## src/rtl/core/usdst_pkg.sv

```systemverilog
`default_nettype none

package usdst_pkg;

    localparam int unsigned SEC_W   = 32;
    localparam int unsigned ZONE_W  = 17;
    localparam int unsigned DAY_W   = 16;
    localparam int unsigned DOE_W   = 18;
    localparam int unsigned YOE_W   = 9;
    localparam int unsigned DOY_W   = 9;
    localparam int unsigned MP_W    = 4;
    localparam int unsigned MONTH_W = 4;
    localparam int unsigned WDAY_W  = 3;

    localparam logic signed [ZONE_W-1:0] ZONE_RESET = -17'sd18000;

    localparam logic [16:0] SECS_PER_DAY = 17'd86400;
    localparam logic [16:0] SWITCH_SECS  = 17'd7200;
    localparam logic [SEC_W:0] DST_SHIFT = 33'd3600;
    localparam logic [SEC_W-1:0] SEC_MAX = '1;

    localparam logic [MONTH_W-1:0] MONTH_MAR = 4'd3;
    localparam logic [MONTH_W-1:0] MONTH_NOV = 4'd11;

    localparam logic [19:0] EPOCH_SHIFT = 20'd719468;
    localparam logic [19:0] ERA4_BASE   = 20'd584388;
    localparam logic [19:0] ERA5_BASE   = 20'd730485;
    localparam logic [DOE_W-1:0] ERA_LAST_DAY = 18'd146096;

    // ceiling reciprocals, exact over the input range of each divide
    localparam logic [25:0] RECIP_675   = 26'(((64'd1 << 35) + 64'd674) / 64'd675);
    localparam logic [18:0] RECIP_1460  = 19'(((64'd1 << 29) + 64'd1459) / 64'd1460);
    localparam logic [18:0] RECIP_36524 = 19'(((64'd1 << 34) + 64'd36523) / 64'd36524);
    localparam logic [18:0] RECIP_365   = 19'(((64'd1 << 27) + 64'd364) / 64'd365);
    localparam logic [9:0]  RECIP_100   = 10'(((64'd1 << 16) + 64'd99) / 64'd100);
    localparam logic [11:0] RECIP_153   = 12'(((64'd1 << 19) + 64'd152) / 64'd153);

    // seconds / 86400 as (seconds >> 7) / 675
    function automatic logic [DAY_W-1:0] day_of(input logic [SEC_W-1:0] secs);
        logic [50:0] prod;
        begin
            prod = 51'(secs[31:7]) * 51'(RECIP_675);
            return prod[50:35];
        end
    endfunction

    function automatic logic [6:0] div_1460(input logic [DOE_W-1:0] x);
        logic [36:0] prod;
        begin
            prod = 37'(x) * 37'(RECIP_1460);
            return prod[35:29];
        end
    endfunction

    function automatic logic [2:0] div_36524(input logic [DOE_W-1:0] x);
        logic [36:0] prod;
        begin
            prod = 37'(x) * 37'(RECIP_36524);
            return prod[36:34];
        end
    endfunction

    function automatic logic [YOE_W-1:0] div_365(input logic [DOE_W-1:0] x);
        logic [36:0] prod;
        begin
            prod = 37'(x) * 37'(RECIP_365);
            return prod[35:27];
        end
    endfunction

    function automatic logic [2:0] div_100(input logic [YOE_W-1:0] x);
        logic [18:0] prod;
        begin
            prod = 19'(x) * 19'(RECIP_100);
            return prod[18:16];
        end
    endfunction

    function automatic logic [MP_W-1:0] div_153(input logic [10:0] x);
        logic [22:0] prod;
        begin
            prod = 23'(x) * 23'(RECIP_153);
            return prod[22:19];
        end
    endfunction

    // day of year (from march 1) at which each shifted month starts
    function automatic logic [DOY_W-1:0] month_start(input logic [MP_W-1:0] mp);
        logic [DOY_W-1:0] r;
        begin
            case (mp)
                4'd0:    r = 9'd0;
                4'd1:    r = 9'd31;
                4'd2:    r = 9'd61;
                4'd3:    r = 9'd92;
                4'd4:    r = 9'd122;
                4'd5:    r = 9'd153;
                4'd6:    r = 9'd184;
                4'd7:    r = 9'd214;
                4'd8:    r = 9'd245;
                4'd9:    r = 9'd275;
                4'd10:   r = 9'd306;
                4'd11:   r = 9'd337;
                default: r = 9'd0;
            endcase
            return r;
        end
    endfunction

    // x mod 7 by folding octal digits, since 8 is 1 mod 7
    function automatic logic [WDAY_W-1:0] mod_7(input logic [DAY_W:0] x);
        logic [5:0] s1;
        logic [3:0] s2;
        begin
            s1 = 6'(x[2:0]) + 6'(x[5:3]) + 6'(x[8:6]) + 6'(x[11:9])
               + 6'(x[14:12]) + 6'(x[16:15]);
            s2 = 4'(s1[5:3]) + 4'(s1[2:0]);
            return (s2 >= 4'd7) ? 3'(s2 - 4'd7) : s2[2:0];
        end
    endfunction

endpackage

`default_nettype wire

```

## src/rtl/core/usdst_civil.sv

```systemverilog
`default_nettype none

module usdst_civil
    import usdst_pkg::*;
(
    input  wire logic               clk,
    input  wire logic               en,
    input  wire logic [DAY_W-1:0]   days_in,
    output logic      [DAY_W-1:0]   days,
    output logic      [MONTH_W-1:0] month,
    output logic      [DAY_W-1:0]   first_day,
    output logic      [WDAY_W-1:0]  first_wday
);

    logic [19:0]        z;
    logic [DOE_W-1:0]   doe_next;
    logic [DOE_W-1:0]   t_next;
    logic [YOE_W-1:0]   yoe_next;
    logic [DOE_W-1:0]   yr_days;
    logic [DOY_W-1:0]   doy_next;
    logic [10:0]        mp_num;
    logic [MP_W-1:0]    mp_next;
    logic [MONTH_W-1:0] month_next;
    logic [DAY_W-1:0]   first_next;
    logic [WDAY_W-1:0]  wday_next;

    logic [DAY_W-1:0]   days_reg [1:7];
    logic [DOE_W-1:0]   doe1_reg;
    logic [DOE_W-1:0]   doe2_reg;
    logic [DOE_W-1:0]   doe3_reg;
    logic [DOE_W-1:0]   t2_reg;
    logic [YOE_W-1:0]   yoe3_reg;
    logic [DOY_W-1:0]   doy4_reg;
    logic [DOY_W-1:0]   doy5_reg;
    logic [MP_W-1:0]    mp5_reg;
    logic [MONTH_W-1:0] month6_reg;
    logic [MONTH_W-1:0] month7_reg;
    logic [DAY_W-1:0]   first6_reg;
    logic [DAY_W-1:0]   first7_reg;
    logic [WDAY_W-1:0]  wday7_reg;

    // day of era, era 4 or era 5 for every 32-bit time
    always_comb
    begin
        z = 20'(days_in) + EPOCH_SHIFT;
        if (z >= ERA5_BASE)
        begin
            doe_next = DOE_W'(z - ERA5_BASE);
        end
        else
        begin
            doe_next = DOE_W'(z - ERA4_BASE);
        end
    end

    assign t_next = doe1_reg - DOE_W'(div_1460(doe1_reg)) + DOE_W'(div_36524(doe1_reg))
                  - DOE_W'(doe1_reg == ERA_LAST_DAY);

    assign yoe_next = div_365(t2_reg);

    assign yr_days  = DOE_W'(yoe3_reg) * 18'd365 + DOE_W'(yoe3_reg >> 2)
                    - DOE_W'(div_100(yoe3_reg));
    assign doy_next = DOY_W'(doe3_reg - yr_days);

    assign mp_num  = 11'(doy4_reg) * 11'd5 + 11'd2;
    assign mp_next = div_153(mp_num);

    assign month_next = (mp5_reg < 4'd10) ? (mp5_reg + 4'd3) : (mp5_reg - 4'd9);
    assign first_next = days_reg[5] - DAY_W'(doy5_reg - month_start(mp5_reg));

    // 1970-01-01 was a thursday
    assign wday_next = mod_7(17'(first6_reg) + 17'd4);

    always_ff @(posedge clk)
    begin
        if (en)
        begin
            days_reg[1] <= days_in;
            for (int i = 2; i <= 7; i++)
            begin
                days_reg[i] <= days_reg[i-1];
            end
            doe1_reg   <= doe_next;
            doe2_reg   <= doe1_reg;
            t2_reg     <= t_next;
            doe3_reg   <= doe2_reg;
            yoe3_reg   <= yoe_next;
            doy4_reg   <= doy_next;
            doy5_reg   <= doy4_reg;
            mp5_reg    <= mp_next;
            month6_reg <= month_next;
            first6_reg <= first_next;
            month7_reg <= month6_reg;
            first7_reg <= first6_reg;
            wday7_reg  <= wday_next;
        end
    end

    assign days       = days_reg[7];
    assign month      = month7_reg;
    assign first_day  = first7_reg;
    assign first_wday = wday7_reg;

endmodule

`default_nettype wire

```

## src/rtl/core/us_dst_offset_from_epoch_top.sv

```systemverilog
// one result per input
// throughput: one transfer per cycle; the eleven-stage pipeline holds as a whole
//   while a finished result is stalled at the output
// reset: rst_n clears all stage valid bits and loads the zone offset with -18000
`default_nettype none

module us_dst_offset_from_epoch_top
    import usdst_pkg::*;
(
    input  wire logic                     clk,
    input  wire logic                     rst_n,
    input  wire logic                     cfg_write,
    input  wire logic signed [ZONE_W-1:0] zone_offset_seconds,
    input  wire logic                     in_valid,
    output logic                          in_stall,
    input  wire logic        [SEC_W-1:0]  utc_seconds,
    output logic                          out_valid,
    input  wire logic                     out_stall,
    output logic             [SEC_W-1:0]  local_seconds,
    output logic                          dst_active
);

    localparam int unsigned NSTAGE = 11;

    logic                     advance;
    logic signed [ZONE_W-1:0] zone_reg;
    logic [NSTAGE:1]          vld_reg;

    logic signed [SEC_W+1:0]  sum;
    logic [SEC_W-1:0]         lst_next;
    logic [SEC_W-1:0]         lst1_reg;
    logic [SEC_W-1:0]         lst2_reg;
    logic [DAY_W-1:0]         days2_reg;
    logic [16:0]              sod;
    logic                     sod_ge_next;
    logic [SEC_W-1:0]         lst_pipe_reg [3:9];
    logic                     sod_ge_pipe_reg [3:9];

    logic [DAY_W-1:0]         c_days;
    logic [MONTH_W-1:0]       c_month;
    logic [DAY_W-1:0]         c_first;
    logic [WDAY_W-1:0]        c_wday;

    logic [WDAY_W-1:0]        first_sun;
    logic [DAY_W-1:0]         sun_next;
    logic [SEC_W-1:0]         lst10_reg;
    logic                     sod_ge10_reg;
    logic [DAY_W-1:0]         days10_reg;
    logic [DAY_W-1:0]         sun10_reg;
    logic [MONTH_W-1:0]       month10_reg;

    logic                     dst_next;
    logic [SEC_W:0]           local_sum;
    logic [SEC_W-1:0]         local_next;
    logic [SEC_W-1:0]         local_reg;
    logic                     dst_reg;

    assign advance  = !(vld_reg[NSTAGE] && out_stall);
    assign in_stall = !advance;

    always_ff @(posedge clk or negedge rst_n)
    begin
        if (!rst_n)
        begin
            zone_reg <= ZONE_RESET;
        end
        else if (cfg_write)
        begin
            zone_reg <= zone_offset_seconds;
        end
    end

    always_ff @(posedge clk or negedge rst_n)
    begin
        if (!rst_n)
        begin
            vld_reg <= '0;
        end
        else if (advance)
        begin
            vld_reg <= {vld_reg[NSTAGE-1:1], in_valid};
        end
    end

    // local standard time, saturated
    always_comb
    begin
        sum = $signed({2'b00, utc_seconds}) + (SEC_W+2)'(zone_reg);
        if (sum[SEC_W+1])
        begin
            lst_next = '0;
        end
        else if (sum[SEC_W])
        begin
            lst_next = SEC_MAX;
        end
        else
        begin
            lst_next = sum[SEC_W-1:0];
        end
    end

    assign sod         = 17'(lst2_reg - SEC_W'(days2_reg) * SEC_W'(SECS_PER_DAY));
    assign sod_ge_next = (sod >= SWITCH_SECS);

    usdst_civil u_civil (
        .clk        (clk),
        .en         (advance),
        .days_in    (days2_reg),
        .days       (c_days),
        .month      (c_month),
        .first_day  (c_first),
        .first_wday (c_wday)
    );

    // switch day: second sunday in march, first sunday in november
    assign first_sun = (c_wday == '0) ? '0 : 3'(3'd7 - c_wday);
    assign sun_next  = c_first + DAY_W'(first_sun)
                     + ((c_month == MONTH_MAR) ? DAY_W'(7) : DAY_W'(0));

    always_comb
    begin
        if (month10_reg > MONTH_MAR && month10_reg < MONTH_NOV)
        begin
            dst_next = 1'b1;
        end
        else if (month10_reg == MONTH_MAR)
        begin
            dst_next = (days10_reg > sun10_reg)
                    || (days10_reg == sun10_reg && sod_ge10_reg);
        end
        else if (month10_reg == MONTH_NOV)
        begin
            dst_next = (days10_reg < sun10_reg)
                    || (days10_reg == sun10_reg && !sod_ge10_reg);
        end
        else
        begin
            dst_next = 1'b0;
        end
    end

    assign local_sum  = {1'b0, lst10_reg} + (dst_next ? DST_SHIFT : '0);
    assign local_next = local_sum[SEC_W] ? SEC_MAX : local_sum[SEC_W-1:0];

    always_ff @(posedge clk)
    begin
        if (advance)
        begin
            lst1_reg  <= lst_next;
            lst2_reg  <= lst1_reg;
            days2_reg <= day_of(lst1_reg);
            lst_pipe_reg[3]    <= lst2_reg;
            sod_ge_pipe_reg[3] <= sod_ge_next;
            for (int i = 4; i <= 9; i++)
            begin
                lst_pipe_reg[i]    <= lst_pipe_reg[i-1];
                sod_ge_pipe_reg[i] <= sod_ge_pipe_reg[i-1];
            end
            lst10_reg    <= lst_pipe_reg[9];
            sod_ge10_reg <= sod_ge_pipe_reg[9];
            days10_reg   <= c_days;
            sun10_reg    <= sun_next;
            month10_reg  <= c_month;
            local_reg    <= local_next;
            dst_reg      <= dst_next;
        end
    end

    assign out_valid     = vld_reg[NSTAGE];
    assign local_seconds = local_reg;
    assign dst_active    = dst_reg;

    // input is held only by a stalled result
    assert property (@(posedge clk) disable iff (!rst_n)
        in_stall == (out_valid && out_stall))
        else $error("input stall does not follow output stall");

    // daylight time only from march through november
    assert property (@(posedge clk) disable iff (!rst_n)
        vld_reg[NSTAGE-1] && (month10_reg < MONTH_MAR || month10_reg > MONTH_NOV)
        |-> !dst_next)
        else $error("daylight flag outside march to november");

    // daylight hour is never lost by saturation at zero
    assert property (@(posedge clk) disable iff (!rst_n)
        out_valid && dst_active |-> local_seconds >= 32'd3600)
        else $error("daylight result below one hour");

endmodule

`default_nettype wire

```

## config.mk

```make
export PLATFORM = sky130hd
export DESIGN_NAME = us_dst_offset_from_epoch_top
export DESIGN_NICKNAME = d
export VERILOG_FILES = /design/src/rtl/core/usdst_pkg.sv /design/src/rtl/core/usdst_civil.sv /design/src/rtl/core/us_dst_offset_from_epoch_top.sv
export SDC_FILE = /design/constraint.sdc
export NUM_CORES = 2
export LEC_CHECK = 0
export ABC_AREA = 1
export BUFFER_PORTS_ARGS = -buffer_cell sky130_fd_sc_hd__buf_2
export CORE_UTILIZATION = 35
export CTS_CLUSTER_SIZE = 8
export DETAILED_ROUTE_END_ITERATION = 16
export HOLD_SLACK_MARGIN = 0.02
export PLACE_DENSITY_LB_ADDON = 0.08
export SKIP_CTS_REPAIR_TIMING = 1
export SLEW_MARGIN = 10
export SYNTH_ARGS = -nofsm -noshare
export SYNTH_HDL_FRONTEND = slang
export SYNTH_SLANG_ARGS = --single-unit
```

## constraint.sdc

```tcl
create_clock -name clk -period 57.9 [get_ports clk]
set_input_delay 14.475 -clock clk [delete_from_list [all_inputs] [get_ports clk]]
set_output_delay 14.475 -clock clk [all_outputs]
set_load 0.02 [all_outputs]
```

==> results.json <==
{
  "status": "completed",
  "root_buffer": "clkbuf_16",
  "cts_tree": "built",
  "required_ps": 43430,
  "portBuffers": 88,
  "crit_type": "in -> out",
  "ff_latch_area_sq_um": 20500,
  "io_pins": 89,
  "htreeDepth": 3,
  "tns_ps": 0,
  "row_count": 152,
  "min_period_ps": 29840,
  "yosysUniqueCellTypes": 62,
  "dr.pass1.iters": 5,
  "cts_buffers": 99,
  "start_util": 0.352,
  "r2r_slack_ps": 48190,
  "largest_reg_flops": 224,
  "vias_per_cell": 4.60,
  "cts_buffer_depth": 3,
  "drc": 0,
  "die-area_sq_um": 175000,
  "drt_iter0_markers": 1834,
  "antenna_found_initial": 3,
  "grt_pass1_vias": 39900,
  "nNetsFinal": 7446,
  "synth_edf_count": 653,
  "grt_setup_unrepaired": "no",
  "ant_nets": 0,
  "async_flop_share": 0.0406,
  "syn-num-nets": 7242,
  "drive_gt1_frac": 0.0535,
  "drv_cap": 0,
  "placed_cell_area_sq_um": 64000,
  "worst_pin_slew_ps": 1140,
  "finClkSkew_ps": 38.7,
  "ys.flop_type": "edfxtp_1",
  "syn_avg_cell_area_sq_um": 10.9,
  "path_max_fanout": 28,
  "timing.final.ws_setup_ps": 28060,
  "hold_viol": 0,
  "core_area_sq_um": 172000,
  "wl_mm": 144,
  "gp_congestion": 0.869,
  "hpwl_mm": 117,
  "setup_viol": 0,
  "hold_ws_ps": 408,
  "yosysSeqAreaShare": 0.339,
  "grt_pass1_wl_mm": 228,
  "arrival_ps": 15370,
  "yosysWarnings": 0,
  "multiInputGateArea_sq_um": 35200,
  "grt-ovfl-total": 0,
  "min_period_over_period": 0.515,
  "dr_total_vias": 37500,
  "synthCells": 5568,
  "end_kind": "output port",
  "die_y_microns": 418,
  "critPathLaunchType": "input port",
  "die_w_microns": 418,
  "num-fill-cells": 17100,
  "worstSkewPairLatency_ps": 720,
  "drt-wirelength-per-cell_microns": 17.6,
  "insertedDiodeCount": 0,
  "grt_max_degree": 181,
  "hp-class": "reg -> reg",
  "stdcell_area_sq_um": 67000,
  "cts.sinks": 690,
  "clkTransAtPathRegs_ps": 50,
  "ys_seq_elements": 690,
  "grt.total_usage": 0.170,
  "syn2layout_area_growth_pct": 10.7,
  "synth_area_sq_um": 60500,
  "slew_viol_final": 0,
  "preCtsSetupSlack_ps": 28010,
  "slew-limit-headroom": 0.237,
  "fmax_mhz": 33.5
}
==> cells in the final DEF, fill, tap and decap left out, types with 15 or more instances in the layout <==
cell type	Yosys	final
a21o_1	32	32
a21oi_1	283	283
a31oi_1	19	19
buf_2	7	88
buf_4	1	30
clkbuf_1	7	49
clkbuf_16	0	100
dfrtp_1	19	19
edfxtp_1	653	653
fa_1	592	592
ha_1	1028	1028
inv_1	1267	1267
mux2_2	16	16
nand2_1	555	554
nand3_1	134	134
nand4_1	33	33
nor2_1	278	278
nor3_1	41	41
nor4_1	21	21
o21ai_0	158	158
o21ai_1	15	15
o21bai_1	17	17
xnor2_1	86	86
xor2_1	147	146
==> final cells by class <==
| class | count | area share |
|---|---|---|
| clock inverter | 11 | 0.00282 |
| tap | 2310 | 0.0431 |
| multi-input combinational | 3587 | 0.525 |
| inverter | 1274 | 0.0714 |
| clock buffer | 154 | 0.0411 |
| timing repair buffer | 120 | 0.0105 |
| sequential | 690 | 0.306 |
==> worst max-delay path, cell delays in order <==
cell and delay [ps]:
buf_2 100, nand2_4 190, inv_1 110, buf_4 270, buf_2 220
==> cells in the mapped netlist (all sizes together) (3+ instances only) <==
cell	instances	area (sq um)
a2111oi	5	43.8
a211oi	7	52.6
a21boi	9	67.6
a21o	32	240
a21oi	286	1440
a221oi	4	35.0
a31oi	19	119
and3	5	31.3
buf	10	57.6
clkbuf	7	26.3
dfrtp	19	475
dfstp	9	236
dfxtp	9	180
edfxtp	653	19600
fa	592	11900
ha	1028	12900
inv	1273	4780
mux2	16	180
nand2	560	2110
nand3	137	701
nand3b	6	45.0
nand4	34	228
nor2	282	1070
nor3	42	215
nor3b	3	22.5
nor4	21	131
o2111ai	4	35.0
o211ai	11	82.6
o21a	12	90.1
o21ai	177	908
o21bai	17	128
o221ai	5	43.8
o22ai	3	18.8
o31ai	6	45.0
or2	14	87.6
xnor2	87	769
xor2	154	1410
==> kinds of logic after synthesis <==
group	count (synthesis)	share of synthesized area
multiplexers	16	0.00298
adder cells (fa/ha/maj)	1620	0.408
XOR/XNOR	241	0.0361
flip-flops	690	0.339
AND/OR/NAND/NOR	1107	0.0772
AO/OA/AOI/OAI	603	0.0563
buffers and inverters	1291	0.0804
==> through the flow <==
stage | utilization | cells
CTS | 0.390 | 8146
floorplan | - | 5568
finish | 0.390 | 8146
global placement | 0.373 | 7981
global route | 0.390 | 8146
detailed placement | 0.373 | 7981
==> worst paths after layout <==
path                                                      to  depth (start not counted)                            from
max in group asynchronous             vld_reg[8]$_DFFE_PN0N_                          1                           rst_n
worst min register to register       lst10_reg[27]$_DFFE_PN_                          0   lst_pipe_reg[9][27]$_DFFE_PN_
worst max register to register  u_civil.t2_reg[16]$_DFFE_PN_                         38  u_civil.doe1_reg[10]$_DFFE_PN_
worst max-delay path                                in_stall                          5                       out_stall
min in group asynchronous           zone_reg[10]$_DFFE_PN0P_                          1                           rst_n
worst min-delay path                 lst10_reg[27]$_DFFE_PN_                          0   lst_pipe_reg[9][27]$_DFFE_PN_
==> routing by layer <==
metal | part of all wire | GRT usage | routed length, microns | up-vias
li1 | - | - | - | 18600
met1 | 0.47 | 0.233 | 68000 | 18300
met2 | 0.48 | 0.287 | 68500 | 485
met3 | 0.029 | 0.0193 | 4180 | 135
met4 | 0.021 | 0.0435 | 2970 | 0
met5 | 0 | 0 | 0 | -
Power is not shown: default switching activity piles up to over one toggle a cycle in this logic, so the estimate is an artifact.
